$ cat src/cmlt_pkg.sv
// Shared types and constants for the channel map lookup table.
package cmlt_pkg;

  localparam int IDX_W = 8;
  localparam int CFG_W = 9;
  localparam int ADDR_W = 16;
  localparam int TYPE_W = 2;
  localparam int REACH = 256;

  localparam logic [CFG_W-1:0] CFG_RESET = 9'd256;
  localparam logic [ADDR_W-1:0] ADDR_RESET = 16'hFFFF;

  // Register types
  localparam logic [TYPE_W-1:0] REG_COIL = 2'd0;
  localparam logic [TYPE_W-1:0] REG_DISCRETE = 2'd1;
  localparam logic [TYPE_W-1:0] REG_INPUT = 2'd2;
  localparam logic [TYPE_W-1:0] REG_HOLDING = 2'd3;

  // Operation codes
  localparam logic [1:0] FUNC_WRITE = 2'd0;
  localparam logic [1:0] FUNC_READ = 2'd1;
  localparam logic [1:0] FUNC_FIND_GROUP = 2'd2;
  localparam logic [1:0] FUNC_FIND_REG = 2'd3;

  typedef struct packed {
    logic              active;
    logic [ADDR_W-1:0] group_key;
    logic [TYPE_W-1:0] reg_kind;
    logic [ADDR_W-1:0] reg_num;
  } entry_t;

  localparam entry_t ENTRY_RESET = '{
    active:    1'b0,
    group_key: ADDR_RESET,
    reg_kind:  REG_HOLDING,
    reg_num:   ADDR_RESET
  };

  typedef struct packed {
    logic [1:0]        func;
    logic [IDX_W-1:0]  entry_index;
    logic              entry_active;
    logic [ADDR_W-1:0] entry_group_addr;
    logic [TYPE_W-1:0] entry_reg_type;
    logic [ADDR_W-1:0] entry_reg_addr;
  } cmd_t;

  typedef struct packed {
    logic              ok;
    logic [IDX_W-1:0]  slot;
    logic              stored_active;
    logic [ADDR_W-1:0] stored_group_addr;
    logic [TYPE_W-1:0] stored_reg_type;
    logic [ADDR_W-1:0] stored_reg_addr;
  } rsp_t;

  // Ring control from the sequencer: rotate strobe and data fed to the tail cell
  typedef struct packed {
    logic   shift;
    entry_t data;
  } ring_t;

endpackage

$ cat src/cmlt_cell.sv
// One table cell: holds a single entry and passes it to its neighbor on a rotate.
module cmlt_cell
  import cmlt_pkg::*;
(
  input  logic   clk,
  input  logic   rst,
  input  logic   shift,
  input  entry_t d,
  output entry_t q
);

  entry_t held;

  // Factory default at reset, take the neighbor's entry on each rotate
  always_ff @(posedge clk) begin
    if (rst) begin
      held <= ENTRY_RESET;
    end else if (shift) begin
      held <= d;
    end
  end

  assign q = held;

endmodule

$ cat config.mk
export PLATFORM = sky130hd
export DESIGN_NAME = cmlt_cell
export DESIGN_NICKNAME = d
export VERILOG_FILES = /design/src/cmlt_pkg.sv /design/src/cmlt_cell.sv
export SDC_FILE = /design/constraint.sdc
export NUM_CORES = 1
export LEC_CHECK = 0
export ABC_AREA = 1
export BUFFER_PORTS_ARGS = -buffer_cell sky130_fd_sc_hd__buf_4
export CAP_MARGIN = 25
export CORE_MARGIN = 4
export CORE_UTILIZATION = 43
export DETAILED_ROUTE_END_ITERATION = 16
export GPL_ROUTABILITY_DRIVEN = 0
export HOLD_SLACK_MARGIN = 0.1
export PLACE_DENSITY_LB_ADDON = 0.15
export SLEW_MARGIN = 25
export SYNTH_ARGS = -nofsm -noshare
export SYNTH_HDL_FRONTEND = slang
export SYNTH_SLANG_ARGS = --single-unit
$ cat constraint.sdc
create_clock -name clk -period 1.1 [get_ports clk]
set_input_delay 0.33 -clock clk [delete_from_list [all_inputs] [get_ports clk]]
set_output_delay 0.33 -clock clk [all_outputs]
set_load 0.01 [all_outputs]
### Word-level counts from Yosys, hierarchy flattened

Index checks and enable logic that the tools add are counted.

| storage, ports and cells | value |
|---|---|
| output and inout bits | 35 |
| bits of input ports | 38 |
| logic and storage cells | 4 |
| flip-flop bits (word level) | 35 |

### Logic depth before layout (Yosys ltp)

Gate-level depths: netlist (run 1).

| logic depth | value |
|---|---|
| word-level depth | 0 |
| mapped depth | 5 |
| gate-level depth less buffers | 4 |

### Worst setup path after synthesis (run 1)

OpenSTA, ideal clock, no wires.

| timing | value |
|---|---|
| path type | input port to flip-flop |
| from | input port rst |
| to | register held (netlist bit q[0]) |
| arrival | 0.739 ns |
| stages | 3 |
| data required time | 0.974 ns |
| buffers on the path | 1 |
| setup slack | 0.235 ns |
| setup time | 0.126 ns |
| cells stage by stage | inv_2 buf_2 nand3_2 |

RTL lines:

| item | RTL line | RTL |
|---|---|---|
| from (decl) | cmlt_cell.sv:6 | `input logic rst,` |
| to (signal assigned) | cmlt_cell.sv:17 | `held <= ENTRY_RESET;` |
| to (signal assigned) | cmlt_cell.sv:19 | `held <= d;` |
| to (decl) | cmlt_cell.sv:12 | `entry_t held;` |

No word-level cell between the ends.

### Worst setup path in the final report (run 1)

| timing | value |
|---|---|
| from | register held (netlist bit q[34]) |
| to | output port q[34] (netlist name) |

RTL lines:

| item | RTL line | RTL |
|---|---|---|
| to (decl) | cmlt_cell.sv:9 | `output entry_t q` |

No word-level cell between the ends.

==> flow_summary.toml, run 1 <==
[cts]
cts-root-buf = "clkbuf_4"
cts_made_buffers = 5
cts_tree = "yes"
clk_latency_ns = 0.33
ctsHoldBuffers = 0
cts_max_level = 2
cts.sinks = 35
clk_pin_slew_worst_paths_ns = 0.10
clk_path_buf_depth = 2

[global_routing]
antenna_found_initial = 0
grt_pass1_vias = 1293
track_usage_pct = 18.3
grt_max_degree = 35
grt_remaining_overflow = 0
grt_pass1_wl_um = 5780

[die]
die_h_um = 63.4
ios = 73
core_um2 = 2850
die_x_um = 63.4
rows = 19
fp.dieArea_um2 = 4020
start_util_pct = 46.2

[sta]
max_freq_mhz = 881
setup_viol = 34
period_share_pct = 103
worstMarginPinSlew_ns = 0.273
fin_crit_ns = 1.13
setup_slack_ns = -0.0344
fin_skew_ns = 0
whs_ns = 0.198
setup-tns-final_ns = -0.484
rsz0062_at_grt = "true"
drv_slew = 0
finalHoldViolations = 0
relSlewSlack_pct = 81.8

[synthesis]
syn-num-nets = 192
ys_seq_area_share_pct = 53.1
syn_inst = 154
synthSimpleGateAreaFrac_pct = 39.1
synth_warnings = 0
syn_avg_cell_area_um2 = 8.56
synth_compound_area_share_pct = 0
syn_area_um2 = 1320
yosysTopAreaCell = "dfxtp_1"
synthXorXnorAreaFrac_pct = 0
synthMuxAreaShare_pct = 0
synth.distinct_cells = 13
synth_fa_ha_area_share_pct = 0
synth_top_family_by_area = "simple AND/OR/NAND/NOR gates"
synth-seq-cells = 35
synth_top_cells_by_area = "dfxtp_1, nand2_1, nand3_1"
synth_top_area_share_pct = 53.1

[critical_path]
crit_arrival_ns = 0.80
cp.required_ns = 0.77
regToRegSetupSlack_ns = 0.30
cp-start-kind = "flop"
cp_top_family = "flip-flops"
crit_path_top_delay_cell = "dfxtp_2"
crit_chain = "buf_6"
crit_path_end_kind = "output pin"
critPathBufInv = 1
path_class = "reg -> out"
cp_max_fo = 2
critPathMaxStageDelay_ns = 0.36

[power_and_ir_drop]
p_int_uw = 2120
switching_share_pct = 25.3
power_frac_seq_pct = 50.8
combPwrFrac_pct = 21.6
vdd_ir_drop_max_uv = 850
power_density_nw_per_um2 = 1280
leakage_uw = 0.00108
clkPwrFrac_pct = 27.6
power.switching_uw = 716
total_power_uw = 2830

[run_status]
violations = "negative setup slack"
outcome = "finished, violations left"

[final_layout]
syn_to_final_growth_pct = 68.4
drive_gt1_share_pct = 63.5
layout_common_cells = "nand2_1, buf_4, buf_6, dfxtp_2, nand3_1"
fillers = 203
diodes = 0
final_common_cell = "nand2_1"
nNetsFinal = 278
largest_reg_flops = 35

[routing]
ant_nets = 0
drc = 0
post_drt_wl_per_cell_um = 13.1
via_per_inst = 4.73
drt_wl_total_um = 3550
drt-pass1-iter-count = 4
num_vias = 1287
drtIter0Drc = 57

[hold_path]
min_path_type = "in -> reg"

[flow_run]
maxCapViolations = 0

[placement]
dpl.hpwl_um = 2380
portBuffers = 72
[synthesized netlist by cell type]
library cell	count
buf_6	3
nor2_1	2
dfxtp_1	35
nand2_1	60
inv_6	1
buf_4	3
inv_1	1
nand2_2	10
nand3_2	10
inv_2	1
buf_2	3
nand3_1	24
buf_8	1
[final cells by class]
cell class / count / area (µm²) / share of cell area (%)
flip-flops and latches: 35 / 744 / 33.5
well taps: 31 / 38.8 / 1.75
clock buffers: 8 / 68.8 / 3.10
multi-input cells: 106 / 515 / 23.2
inverters: 3 / 16.3 / 0.732
repair buffers: 89 / 837 / 37.7
[layer usage]
| metal | vias up | GRT usage (%) | routed length [µm] | share of wire, % |
|---|---|---|---|---|
| met5 | - | 0 | 0 | 0 |
| met4 | 0 | 6.47 | 48 | 1.4 |
| met3 | 8 | 7.10 | 265 | 7.5 |
| met2 | 48 | 32.6 | 1840 | 52 |
| met1 | 569 | 19.5 | 1400 | 39 |
| li1 | 662 | - | - | - |
[timing repair]
item | CTS | global route
gates resized for setup | 70 | 0
setup buffers | 10 | 4
setup endpoints to repair | 35 | 35
[through the flow]
step	utilization [%]	worst slack, ns	std cells	area, µm²
after floorplan	-	0.235	154	1320
after global placement	65.6	0.107	250	1870
after detailed placement	65.6	0.0641	250	1870
after CTS	76.8	-0.0427	268	2190
after global routing	77.9	-0.0750	272	2220
final	77.9	-0.0344	272	2220
[final timing paths]
| kind | depth (start not counted) | from | end |
|---|---|---|---|
| worst max-delay path | 1 | q[34]$_SDFFE_PP0P_ | q[34] |
| worst min register to register | 2 | q[14]$_SDFFE_PP1P_ | q[14]$_SDFFE_PP1P_ |
| worst min-delay path | 3 | d[22] | q[22]$_SDFFE_PP1P_ |
| worst max register to register | 4 | q[0]$_SDFFE_PP1P_ | q[0]$_SDFFE_PP1P_ |
[cells by family after synthesis]
kind of cell,after synthesis
AND/OR/NAND/NOR,106
flip-flops,35
buffers and inverters,13
[power by group through the flow]
stage               Sequential, µW  Combinational [µW]  Clock (µW)
finish                        1440                 613         781
global route                  1450                 666         866
CTS                           1440                 602         796
detailed placement            1440                 508           0
global placement              1440                 497           0
floorplan                     1480                 195           0
Power figures use the tool's default switching activity.
==> inputs of run 2 (changes only) <==
SETUP_SLACK_MARGIN = 0.4   (was default)
SKIP_CTS_REPAIR_TIMING = 1   (was default)
==> flow_summary.toml, run 2 (synthesis results as in run 1) <==
[cts]
cts.sinks = 35
clk_path_buf_depth = 2
clk_latency_ns = 0.34
cts_made_buffers = 5
cts_tree = "yes"
cts_max_level = 2
cts-root-buf = "clkbuf_4"
clk_pin_slew_worst_paths_ns = 0.10

[final_layout]
fin_area_um2 = 2150
instances_no_fill = 264
largest_reg_flops = 35
syn_to_final_growth_pct = 62.7
layout_common_cells = "nand2_1, buf_4, buf_6, dfxtp_2, nand3_1"
nNetsFinal = 271
diodes = 0
fillers = 229
drive_gt1_share_pct = 62.7
final_common_cell = "nand2_1"

[critical_path]
critPathMaxStageDelay_ns = 0.34
crit-reg2reg-capture = "q[7]$_SDFFE_PP1P_"
critPathLaunch = "q[31]$_SDFFE_PP1P_"
reg2reg_from = "q[7]$_SDFFE_PP1P_"
regToRegSetupSlack_ns = 0.41
cp_top_family = "flip-flops"
rr_worst_depth = 3
cp.required_ns = 0.77
cp-start-kind = "flop"
crit_end = "q[31]"
path_class = "reg -> out"
crit_path_end_kind = "output pin"
cp_max_fo = 2
path_depth = 1
critPathBufInv = 1
crit_chain = "buf_6"
crit_arrival_ns = 0.80
crit_path_top_delay_cell = "dfxtp_2"

[flow_run]
maxCapViolations = 0

[power_and_ir_drop]
power.switching_uw = 721
leakage_uw = 0.00105
switching_share_pct = 26.4
power_density_nw_per_um2 = 1270
combPwrFrac_pct = 21.3
clkPwrFrac_pct = 26.0
vdd_ir_drop_max_uv = 870
p_int_uw = 2010
power_frac_seq_pct = 52.7
total_power_uw = 2740

[placement]
portBuffers = 72
pre_cts_ws_ns = 0.121
placed_area_um2 = 1870
dp_cells = 251
dpl.hpwl_um = 2390

[routing]
drtIter0Drc = 66
num_vias = 1297
drc = 0
drt-pass1-iter-count = 4
post_drt_wl_per_cell_um = 13.3
drt_wl_total_um = 3520
via_per_inst = 4.91
ant_nets = 0

[global_routing]
grt_remaining_overflow = 0
grt_pass1_vias = 1205
track_usage_pct = 16.8
grt_max_degree = 35
antenna_found_initial = 0
grt_pass1_wl_um = 5260

[sta]
rsz0062_at_grt = "true"
fin_skew_ns = 0
fin_crit_ns = 1.13
finalHoldViolations = 0
period_share_pct = 102
whs_ns = 0.193
worstMarginPinSlew_ns = 0.211
drv_slew = 0
setup_slack_ns = -0.0251
max_freq_mhz = 889
setup_viol = 35
relSlewSlack_pct = 85.9

[die]
rows = 19
die_x_um = 63.4
core_um2 = 2850
die_h_um = 63.4
start_util_pct = 46.2
ios = 73
fp.dieArea_um2 = 4020

[hold_path]
min_path_type = "in -> reg"

[run_status]
outcome = "finished, violations left"
violations = "negative setup slack"
run 2: power by group through the flow:
| stage | Sequential (µW) | Clock [µW] | Combinational (µW) |
|---|---|---|---|
| after floorplan | 1480 | 0 | 206 |
| after global routing | 1460 | 775 | 633 |
| after CTS | 1410 | 727 | 509 |
| after detailed placement | 1440 | 0 | 507 |
| final | 1440 | 711 | 582 |
| after global placement | 1430 | 0 | 495 |
run 2: worst min-delay path by stage:
stage                              end  slack, ns               start  cells past startpoint
floorplan           q[31]$_SDFFE_PP1P_       0.45               d[31]                      2
detailed placement  q[30]$_SDFFE_PP1P_       0.45  q[30]$_SDFFE_PP1P_                      2
global route        q[20]$_SDFFE_PP1P_       0.19               d[20]                      3
CTS                 q[13]$_SDFFE_PP1P_       0.18               d[13]                      3
finish              q[13]$_SDFFE_PP1P_       0.19               d[13]                      3
global placement    q[32]$_SDFFE_PP1P_       0.44  q[32]$_SDFFE_PP1P_                      2
run 2: final cells by class:
class	instances	area (µm²)	share of cell area, %
Clock buffer	6	51.3	2.39
Clock inverter	1	5.00	0.233
Sequential cell	35	744	34.7
Timing Repair Buffer	82	772	36.0
Inverter	3	18.8	0.875
Tap cell	31	38.8	1.81
Multi-Input combinational cell	106	515	24.0
run 2: layer usage:
layer  track usage, %  share of wire (%)  vias to the layer above
li1                 -                  -                      644
met1             17.0                 38                      589
met2             29.5                 50                       55
met3             7.10                 10                        9
met4             8.09                1.8                        0
met5                0                  0                        -
run 2: through the flow:
step	TNS (ns)	utilization, %
after floorplan	0	-
after global placement	0	65.5
after detailed placement	0	65.5
after CTS	-1.91	67.5
after global routing	-1.69	75.2
final	-0.636	75.2
run 2: worst register-to-register path: stages, from the launching register on:
cell and delay, ns:
dfxtp_2 0.34, buf_4 0.13, nand2_2 0.06, nand3_2 0.05
