File: src/cmlt_pkg.sv
// Shared types and constants for the channel map lookup table.
package cmlt_pkg;

  localparam int IDX_W = 8;
  localparam int CFG_W = 9;
  localparam int ADDR_W = 16;
  localparam int TYPE_W = 2;
  localparam int REACH = 256;

  localparam logic [CFG_W-1:0] CFG_RESET = 9'd256;
  localparam logic [ADDR_W-1:0] ADDR_RESET = 16'hFFFF;

  // Register types
  localparam logic [TYPE_W-1:0] REG_COIL = 2'd0;
  localparam logic [TYPE_W-1:0] REG_DISCRETE = 2'd1;
  localparam logic [TYPE_W-1:0] REG_INPUT = 2'd2;
  localparam logic [TYPE_W-1:0] REG_HOLDING = 2'd3;

  // Operation codes
  localparam logic [1:0] FUNC_WRITE = 2'd0;
  localparam logic [1:0] FUNC_READ = 2'd1;
  localparam logic [1:0] FUNC_FIND_GROUP = 2'd2;
  localparam logic [1:0] FUNC_FIND_REG = 2'd3;

  typedef struct packed {
    logic              active;
    logic [ADDR_W-1:0] group_key;
    logic [TYPE_W-1:0] reg_kind;
    logic [ADDR_W-1:0] reg_num;
  } entry_t;

  localparam entry_t ENTRY_RESET = '{
    active:    1'b0,
    group_key: ADDR_RESET,
    reg_kind:  REG_HOLDING,
    reg_num:   ADDR_RESET
  };

  typedef struct packed {
    logic [1:0]        func;
    logic [IDX_W-1:0]  entry_index;
    logic              entry_active;
    logic [ADDR_W-1:0] entry_group_addr;
    logic [TYPE_W-1:0] entry_reg_type;
    logic [ADDR_W-1:0] entry_reg_addr;
  } cmd_t;

  typedef struct packed {
    logic              ok;
    logic [IDX_W-1:0]  slot;
    logic              stored_active;
    logic [ADDR_W-1:0] stored_group_addr;
    logic [TYPE_W-1:0] stored_reg_type;
    logic [ADDR_W-1:0] stored_reg_addr;
  } rsp_t;

  // Ring control from the sequencer: rotate strobe and data fed to the tail cell
  typedef struct packed {
    logic   shift;
    entry_t data;
  } ring_t;

endpackage

File: src/cmlt_seq.sv
// Sequencer: walks one full ring revolution per command and builds the result.
module cmlt_seq
  import cmlt_pkg::*;
#(
  parameter int ENTRIES = 256
) (
  input  logic             clk,
  input  logic             rst,
  input  logic             start,
  input  cmd_t             cmd,
  input  logic             cfg_we,
  input  logic [CFG_W-1:0] cfg_data,
  input  entry_t           head,
  output ring_t            ring,
  output logic             busy,
  output logic             done,
  output rsp_t             rsp
);

  localparam int SW = $clog2(ENTRIES);
  localparam int CMPW = (SW > CFG_W) ? SW : CFG_W;
  localparam logic [CFG_W-1:0] LIM_CAP =
    CFG_W'((ENTRIES < REACH) ? ENTRIES : REACH);
  localparam logic [SW-1:0] LAST_STEP = SW'(ENTRIES - 1);

  typedef enum logic [1:0] {
    ST_IDLE = 2'b01,
    ST_SCAN = 2'b10
  } state_t;

  state_t           state;
  state_t           state_next;
  logic [CFG_W-1:0] entries_in_use;
  logic [SW-1:0]    step;
  cmd_t             op;
  logic             found;
  logic             found_next;
  rsp_t             rsp_q;
  rsp_t             rsp_next;
  rsp_t             rsp_init;
  logic             done_q;

  logic [CFG_W-1:0] lim;
  logic [CMPW-1:0]  step_c;
  logic             in_lim;
  logic             at_index;
  logic             is_find;
  logic             key_match;
  logic             last;
  entry_t           wr_entry;
  entry_t           tail_in;

  function automatic logic is_find_code(input logic [1:0] f);
    return (f == FUNC_FIND_GROUP) || (f == FUNC_FIND_REG);
  endfunction

  assign lim = (entries_in_use < LIM_CAP) ? entries_in_use : LIM_CAP;
  assign step_c = CMPW'(step);
  assign in_lim = step_c < CMPW'(lim);
  assign at_index = in_lim && (step_c == CMPW'(op.entry_index));
  assign is_find = (op.func == FUNC_FIND_GROUP) || (op.func == FUNC_FIND_REG);
  assign last = (step == LAST_STEP);

  assign wr_entry = '{
    active:    op.entry_active,
    group_key: op.entry_group_addr,
    reg_kind:  op.entry_reg_type,
    reg_num:   op.entry_reg_addr
  };

  // Key compare on the entry sitting in the head cell
  always_comb begin
    if (op.func == FUNC_FIND_GROUP) begin
      key_match = (head.group_key == op.entry_group_addr);
    end else begin
      key_match = (head.reg_kind == op.entry_reg_type) &&
                  (head.reg_num == op.entry_reg_addr);
    end
  end

  // Result build-up and write substitution as the head entry wraps to the tail
  always_comb begin
    rsp_next = rsp_q;
    found_next = found;
    tail_in = head;
    case (op.func)
      FUNC_WRITE: begin
        if (at_index) begin
          tail_in = wr_entry;
          rsp_next = '{1'b1, op.entry_index, wr_entry.active, wr_entry.group_key,
                       wr_entry.reg_kind, wr_entry.reg_num};
        end
      end
      FUNC_READ: begin
        if (at_index) begin
          rsp_next = '{1'b1, op.entry_index, head.active, head.group_key,
                       head.reg_kind, head.reg_num};
        end
      end
      default: begin
        if (is_find && !found && in_lim && head.active && key_match) begin
          found_next = 1'b1;
          rsp_next = '{1'b1, step_c[IDX_W-1:0], head.active, head.group_key,
                       head.reg_kind, head.reg_num};
        end
      end
    endcase
  end

  // Starting result: failed search, or echoed index for write and read
  always_comb begin
    rsp_init = '0;
    rsp_init.slot = is_find_code(cmd.func) ? '0 : cmd.entry_index;
  end

  // Next state
  always_comb begin
    state_next = state;
    case (state)
      ST_IDLE: begin
        if (start) begin
          state_next = ST_SCAN;
        end
      end
      ST_SCAN: begin
        if (last) begin
          state_next = ST_IDLE;
        end
      end
      default: state_next = ST_IDLE;
    endcase
  end

  // Control registers
  always_ff @(posedge clk) begin
    if (rst) begin
      state <= ST_IDLE;
      step <= '0;
      done_q <= 1'b0;
      found <= 1'b0;
      entries_in_use <= CFG_RESET;
    end else begin
      state <= state_next;
      done_q <= (state == ST_SCAN) && last;
      if (cfg_we) begin
        entries_in_use <= cfg_data;
      end
      if (state == ST_IDLE) begin
        step <= '0;
        found <= 1'b0;
      end else begin
        step <= last ? '0 : step + 1'b1;
        found <= found_next;
      end
    end
  end

  // Command latch and result register
  always_ff @(posedge clk) begin
    if (state == ST_IDLE && start) begin
      op <= cmd;
      rsp_q <= rsp_init;
    end else if (state == ST_SCAN) begin
      rsp_q <= rsp_next;
    end
  end

  assign ring = '{shift: (state == ST_SCAN), data: tail_in};
  assign busy = (state == ST_SCAN);
  assign done = done_q;
  assign rsp = rsp_q;

endmodule

File: config.mk
export PLATFORM = sky130hd
export DESIGN_NAME = cmlt_seq
export DESIGN_NICKNAME = d
export VERILOG_FILES = /design/src/cmlt_pkg.sv /design/src/cmlt_seq.sv
export SDC_FILE = /design/constraint.sdc
export NUM_CORES = 1
export LEC_CHECK = 0
export ABC_AREA = 1
export BUFFER_PORTS_ARGS = -buffer_cell sky130_fd_sc_hd__buf_2
export CORE_MARGIN = 8
export CORE_UTILIZATION = 56
export DETAILED_ROUTE_END_ITERATION = 12
export PLACE_DENSITY = 0.86
export SLEW_MARGIN = 20
export SYNTH_ARGS = -nofsm -noshare
export SYNTH_HDL_FRONTEND = slang
export SYNTH_SLANG_ARGS = --single-unit
File: constraint.sdc
create_clock -name clk -period 5.25 [get_ports clk]
set_clock_uncertainty 0.15 [all_clocks]
set_input_delay 0.2625 -clock clk [delete_from_list [all_inputs] [get_ports clk]]
set_output_delay 0.2625 -clock clk [all_outputs]
set_load 0.02 [all_outputs]
; ---- Word level (Yosys, flattened, before mapping)
; Index checks and enable logic that the tools add are counted.
[classes]
bitwise_logic = 1
n_lt_le_gt_ge = 2
muxes = 14
eq_ne = 18
n_reduce_logical = 22
addsub = 1
[op_table]
columns = operator, n
row1 = 44-bit 2-to-1 mux, 3
row2 = 44-bit one-hot mux with 2 select lines, 1
row3 = 43-bit 2-to-1 mux, 2
row4 = 35-bit 2-to-1 mux, 2
row5 = 16-bit equality test, 2
row6 = 2-bit equality test (second input constant), 5
row7 = 8-bit by 9-bit less-than comparator with 1-bit output, 1
row8 = 9-bit less-than comparator (second input constant), 1
row9 = 9-bit 2-to-1 mux, 1
row10 = 8-bit by 1-bit adder with 8-bit output (second input constant), 1
row11 = 8-bit equality test, 1
row12 = 8-bit equality test (second input constant), 1
row13 = 1-bit logical AND, 8
row14 = 8-bit 2-to-1 mux, 1
row15 = 4-bit AND reduction, 2
row16 = 2-bit inequality test (second input constant), 3
row17 = 3-bit inequality test (second input constant), 2
row18 = 2-bit by 1-bit equality test with 1-bit output (second input constant), 2
row19 = 2-bit 2-to-1 mux, 2
row20 = 2-bit one-hot mux with 2 select lines, 1
row21 = 2-bit AND reduction, 2
row22 = 4-bit nonzero test, 1
row23 = 2-bit OR reduction, 2
row24 = 3-bit nonzero test, 1
row25 = 9 further kinds, 10
[word_totals]
in_bits = 93
elab_cells = 75
regBits = 110

; ---- Depth between registers and ports, before layout
; Gate-level depths: netlist of the first run.
[depth]
ltp_word = 10
depth_mapped = 18
depth_no_buf = 16

; ---- Least setup slack after synthesis of the first run
; No wires, ideal clock.
[synth_path]
kind = register to output
from = register entries_in_use[8]
to = output ring[0] in the netlist's numbering
path_stages_with_launch = 15
n_path_buf = 2
arrival_ns = 2.076
slack_ns = 2.762
path_cell_list = dfxtp_1 inv_2 buf_6 nand2_1 ha_1 nand2_1 inv_1 o21bai_1 nand2_1 nand2_1 nand3_1 inv_2 nand3_1 clkbuf_1 o21ai_0
[synth_lines]
columns = element, line_no
row1 = from (decl), cmlt_seq.sv:33  ; logic [CFG_W-1:0] entries_in_use;
row2 = from (signal assigned), cmlt_seq.sv:146  ; entries_in_use <= cfg_data;
row3 = to (decl), cmlt_seq.sv:14  ; output ring_t ring,

==> results list, run 1 <==
- Total wirelength of the detailed-routed design: between 15,000 and 20,000 um
- After detailed routing, the number of remaining DRC violations is 0.
- Crit path arrival time: 2940 ps
- Cell area reported after detailed placement: 6620 um2
* Total number of placement rows: 37
- The first detailed-routing pass ran for 5 iterations.
- The routed layout has 5,579 vias.
- The first routing iteration left 530 violations.
* Share of final-layout standard cells stronger than drive strength 1: approximately a fifth
- Clock latency on the worst-skew pair: 370 ps
- The congestion estimate from routability-driven global placement came to 0.902.
- Post CTS Setup Buffer Count: 0
- Synthesis produced a netlist whose cell count is 794.
- In this design, the stage delay of the slowest critical-path cell is 630 ps.
- Count of unique library cells instantiated by Yosys: 26
- Yosys warning count: 0
- Max-Slew Margin vs Limit: approximately 27%
- The number of hold violations in the final report came to 0.
- The mapped netlist covers 5720 um2.
- In the synthesized netlist the dominant register cell turns out to be sky130_fd_sc_hd__dfxtp_1.
* Vias in the first global route: 5,296
* Post-Layout Inst Area: 7380 um2
- The clock drives 110 sinks.
- For this run the aggregate overflow at the end of global routing stands at 0.
- Number of nets in the layout: 1,105
- Top fanout value on the critical path: 71
* Cell family with most CP delay: buffers and inverters
- The die is 117 um wide.
- The first global-routing pass estimated 24,500 um of wire.
- Critical path's slowest cell: sky130_fd_sc_hd__edfxtp_1
- Most frequent standard cell in the layout excluding fill and tap cells: sky130_fd_sc_hd__nand2_1
- Counting flops and latches in the post-synthesis netlist gives 110.
- The clock passes through at most 2 buffers.
- In the global route stage, overall resource usage came out at 22.6%.
- Max IR drop VDD: 0.156 mV
* Outcome: finished clean
- Setup repair after global routing left no endpoint under its margin.
- Antenna viol nets, final: 0
* Upper clock frequency limit: 298 MHz
- Wire per inst: 13.6 um
* Pwr Total: 1.81 mW
* Clock slew at reported path FFs: about 110 ps
- In this run the vertical extent of the chip is 117 um.
- For this design the ratio of total power to cell area is between 200 and 250 nW/um2.
- The H-tree generated during clock tree synthesis spans 3 levels.
* Bufs and invs on worst path: 2
- Total of hold buffers inserted after clock tree synthesis: 54
- For this design the top-level I/O count stands at about 180.
- Sequential-to-total area share from yosys stat: 47.8%
- Least-Margin Pin Slew: 1100 ps
- After synthesis, the share of flip-flops with an asynchronous set or reset is 0%.
* Area of the die: roughly 14,000 um2
* Number of clock buffers inserted by TritonCTS: 9
- Dividing the final minimum period by the clock period gives 63.9%.
- Cells along the critical path: nor2_4, buf_4, nand3_4, o21ai_0, buf_2
- Worst Setup End Kind: primary output
* Resize count post-CTS: 0
- During placement, the flow inserted port buffers numbering 174.
- Clock tree from TritonCTS: built
- Synth Net Count: between 800 and 900
- The floorplan step defined a core boundary enclosing around 10,000 um2.
- At the placement stage, the worst setup path has a slack of 1850 ps.
- Starting Density: around 56%
* Time the final worst path needs with I/O delays and setup: 3350 ps
- Entering global routing, the biggest net connects 73 pins.
- Setup CP Type: reg2out
* Number of enable-type register cells in the synthesized netlist: between 50 and 60
- The tool flagged a number of max-cap violations equal to 0.
- Data required time at the worst endpoint: 4840 ps
* Lkg Pwr: around 3.9 nW
- Mean instance size in the synthesized netlist: between 7 and 8 um2
* Smallest setup slack after layout: 1900 ps
* Crit start category: flip-flop
- The initial antenna violation count came to 1.
* Worst min-delay path class: in2reg
- The number of max-slew violations in the final report was 0.
- Filler instances: 805
- Root buffer cell: sky130_fd_sc_hd__clkbuf_8
- Setup TNS Final: 0 ps
- Post-DR vias/cell: 4.86
- Count of endpoints failing setup in the final report: 0
* Final HPWL from detailed placement: 10,800 um
- From synthesis to final layout, the design area changed by 29.0%.
- In the layout the commonest cells are sky130_fd_sc_hd__nand2_1, sky130_fd_sc_hd__buf_2, sky130_fd_sc_hd__nor2_1, sky130_fd_sc_hd__inv_1, sky130_fd_sc_hd__o21ai_0.
==> area by class of cell <==
class	instances	area [um2]	area share, %
diodes	2	5.00	0.0678
multi-input cells	531	2380	32.3
clock inverters	7	78.8	1.07
inverters	122	458	6.21
flip-flops and latches	110	2730	37.0
well taps	136	170	2.31
repair buffers	230	1430	19.3
clock buffers	9	124	1.68
==> worst reg2reg max path: cells and delay by family, from the launching register on <==
| family | cells | cell delay, ps |
|---|---|---|
| buffers and inverters | 3 | 290 |
| and+or+nand+nor | 8 | 1350 |
| adders and majority gates | 1 | 290 |
| AOI/OAI and AO/OA | 2 | 280 |
| DFF | 1 | 330 |
==> per-layer routing <==
layer | wire length (um) | track usage, % | vias up
met3 | 1280 | 4.10 | 32
met2 | 7540 | 39.8 | 213
li1 | - | - | 2861
met5 | 0 | 0 | -
met4 | 413 | 8.96 | 0
met1 | 6400 | 26.8 | 2473
==> final timing paths <==
kind                                         from                end  slack (ps)  cells after the start
worst max register to register  entries_in_use[8]            rsp[36]        2240                     14
worst max-delay path                       op[44]           ring[20]        1900                      5
worst min register to register            rsp[43]            rsp[43]         300                      2
worst min-delay path                          rst  entries_in_use[4]          70                      2
==> per-stage QoR <==
step | hold WS (ps) | cells | util [%]
4_1_cts | 46.3 | 1145 | 72.6
6_report | 68.5 | 1147 | 72.8
2_1_floorplan | 196 | 794 | -
3_3_place_gp | 288 | 1075 | 65.3
5_1_grt | 69.0 | 1146 | 72.7
3_5_place_dp | 291 | 1075 | 65.3
==> report_power, final <==
group          internal, mW  switching, mW  leakage, nW  total (mW)
clock network         0.228          0.300        0.105       0.528
registers             0.949         0.0267        0.970       0.976
logic                 0.121          0.188         2.78       0.309
==> state kept, by name (all words and copies together) (netlist names) <==
signal          flops
op                 45
rsp                44
entries_in_use      9
step                8
state               2
done                1
found               1
==> logic make-up after synthesis <==
kind of cell | Yosys count | share of synthesized area [%]
adder cells (fa/ha/maj) | 8 | 1.75
flip-flops | 110 | 47.8
XOR/XNOR | 21 | 3.22
AO/OA/AOI/OAI | 106 | 9.65
AND/OR/NAND/NOR | 396 | 26.7
buffers and inverters | 153 | 10.9
==> Yosys cell counts, types with 8 or more instances <==
master | n | area, um2
sky130_fd_sc_hd__xor2_1 | 13 | 114
sky130_fd_sc_hd__nand2_1 | 253 | 950
sky130_fd_sc_hd__clkbuf_1 | 18 | 67.6
sky130_fd_sc_hd__inv_1 | 119 | 447
sky130_fd_sc_hd__o21ai_0 | 67 | 335
sky130_fd_sc_hd__a21oi_1 | 27 | 135
sky130_fd_sc_hd__edfxtp_1 | 53 | 1590
sky130_fd_sc_hd__ha_1 | 8 | 100
sky130_fd_sc_hd__xnor2_1 | 8 | 70.1
sky130_fd_sc_hd__dfxtp_1 | 57 | 1140
sky130_fd_sc_hd__o22ai_1 | 8 | 50.1
sky130_fd_sc_hd__nor2_1 | 126 | 473
sky130_fd_sc_hd__nand3_1 | 8 | 40.0
Note: power is estimated with default switching activity, not from simulation.
==> run 2: changes to the inputs <==
Settings changed: CORE_UTILIZATION 56 to 52, PLACE_DENSITY 0.86 to 0.81.
Clock period 5.25 ns to 3.2 ns, I/O delays scaled along.
==> run 2 against run 1 <==
Net effect:
- hold slack lost 6.0 ps
- routed wire length grew 1.5%
- critical path depth grew 9
- critical path type unchanged
- critical endpoint is now ring[8]
==> results list, run 2 (synthesized netlist as in run 1, its figures left out) <==
* Core Box Area: 10,800 um2
- Time the final worst path needs with I/O delays and setup: roughly 2900 ps
- Setup crit start: entries_in_use[8]
- Number of clock buffers inserted by TritonCTS: 9
* Least-Margin Pin Slew: 713 ps
- Lkg Pwr: 3.98 nW
* Total gr overflow: 0
* Setup TNS Final: 0 ps
- Final weighted congestion in routability-driven placement: 0.825
- From left edge to right edge, the die measures 121 um.
- The finished layout holds 1,173 standard cells, fillers aside.
* Area of the die: 14,600 um2
* Cells along the critical path: inv_2, nand2_1, ha_1, nand2_1, inv_1, o21bai_1, nand2_1, nand2_1, nand3_1, inv_2, nand3_4, buf_12, o21ai_0, buf_2
- Max Buffers Root-to-Sink: 2
- For this design the top-level I/O count stands at roughly 180.
- VDD sags by at most 0.220 mV.
* Root buffer cell: sky130_fd_sc_hd__clkbuf_8
* Total number of placement rows: 38
* Crit path arrival time: 2620 ps
- The number of max-slew violations in the final report came to 0.
* Drt first-iter violations: 420
* Cell family with most CP delay: buffers and inverters
- Total wirelength of the detailed-routed design: 15,900 um
* Final Hold Fails: 0
* First-pass GRT wire length: 24,800 um
- Launching point of the worst reg2reg path: entries_in_use[8]
* Cell area reported after detailed placement: 6690 um2
* Bufs and invs on worst path: 5
- Clock tree from TritonCTS: built
* Antenna viol nets, final: 0
* Worst Setup End Kind: primary output
* Upper clock frequency limit: 341 MHz
* Outcome: finished clean
- Top fanout value on the critical path: 46
- With fillers left out, the area of the finished cells amounts to 7640 um2.
- After legalization and detailed placement, the total HPWL measured roughly 11,000 um.
- Once the floorplan was initialized, standard cells occupied between 50% and 60% of the core.
- STA classifies the critical path startpoint as a flip-flop.
- Pwr Total: 3.04 mW
* Clock latency on the worst-skew pair: 370 ps
* Clock slew at reported path FFs: around 110 ps
- In this run the vertical extent of the chip is 121 um.
* Post-Place Cells: 1,084
* Most frequent cell on the critical path: sky130_fd_sc_hd__nand2_1
- Entering global routing, the biggest net connects 72 pins.
* Max-Slew Margin vs Limit: a little over half
- In the routed layout, each cell is associated on average with a via count of 4.72.
- H-tree Lvls: 3
- Top library cells by usage in the layout, fill and taps aside: sky130_fd_sc_hd__nand2_1, sky130_fd_sc_hd__buf_2, sky130_fd_sc_hd__nor2_1, sky130_fd_sc_hd__inv_1, sky130_fd_sc_hd__dlygate4sd3_1
- Vias in the first global route: 5,166
- Count of inserted antenna diode cells: 0
* Count of endpoints failing setup in the final report: 0
* Post CTS Setup Buffer Count: 0
- The pre-antenna-repair detailed-routing pass consisted of 5 iterations.
- Port buffering added 174 buffers.
- Unrepaired setup endpoints after global routing: no
* Synth-to-Final Area Change: 33.6%
- The register with the most flip-flops in the final layout is op.
- For this design the ratio of total power to cell area is 398 nW/um2.
- Share of final-layout standard cells stronger than drive strength 1: 19.8%
- By startpoint and endpoint, the worst setup path is classified as reg2out.
- In the routed design, unresolved DRC markers number 0.
- Number of nets in the layout: 1,129
- Worst min-delay path startpoint: head[7]
* Worst min-delay path class: in2reg
- Maxcap violations: 0
* Global Route Usage Sum: 21.0%
* Final clock period utilization by the worst path: between 90% and 100%
- Slowest Stage Delay on Critical Path: 320 ps
- Most frequent standard cell in the layout excluding fill and tap cells: sky130_fd_sc_hd__nand2_1
* Flip-flop count of the largest register after layout: 45
- Final design utilization: 70.8%
- The slowest stage of the critical path is the sky130_fd_sc_hd__dfxtp_1 cell.
- In the final routed layout, each cell accounts on average for 13.5 um.
- Across all layers, the routed design uses about 5,500 vias.
* Total number of clock tree sinks: 110
- The initial antenna violation count came to 0.
- Data required time at the worst endpoint: 2890 ps
run 2: repair_timing:
action | in CTS | in global routing
gates resized for setup | 0 | 1
hold buffers | 73 | 0
setup endpoints to repair | 0 | 29
hold endpoints to repair | 57 | 0
run 2: metal layers:
metal  GRT usage, %  up-vias  share of wire (%)
met2           37.1      143                 49
met5              0        -                  0
met3           5.03       17                6.3
li1               -     2902                  -
met1           24.9     2474                 43
met4           5.54        0                1.4
run 2: metrics by stage:
step           setup WS, ps  hold slack (ps)
2_1_floorplan           814             93.9
3_3_place_gp            571              186
3_5_place_dp            512              188
4_1_cts                30.0             51.5
5_1_grt                17.9             77.9
6_report                268             62.6
run 2: final cells by class:
cell class                 count  area [um2]
multi-input combinational    531        2380
inverter                     122         458
fill                         873        3150
clock inverter                 5        61.3
sequential                   110        2730
clock buffer                  11         153
tap                          140         175
timing repair buffer         254        1680
run 2: worst min-delay path, cell delays in order:
cell and delay, ps:
sky130_fd_sc_hd__buf_2 110, sky130_fd_sc_hd__nor2_1 50, sky130_fd_sc_hd__a21oi_1 100, sky130_fd_sc_hd__nor2_1 50, sky130_fd_sc_hd__nor2_1 80
run 2: path summary, 6_finish.rpt:
| kind | endpoint | slack (ps) | cells past startpoint |
|---|---|---|---|
| setup / recovery | ring[8] | 270 | 14 |
| setup reg to reg | rsp[16] | 510 | 16 |
| hold reg to reg | rsp[43] | 310 | 2 |
| hold / removal | rsp[7] | 60 | 5 |
run 2: report_power, final:
part / switching, mW / leakage [nW] / internal, mW / total (mW)
clock: 0.493 / 0.110 / 0.418 / 0.911
combinational: 0.308 / 2.90 / 0.219 / 0.527
sequential: 0.0438 / 0.970 / 1.56 / 1.60
total: 0.845 / 3.98 / 2.19 / 3.04
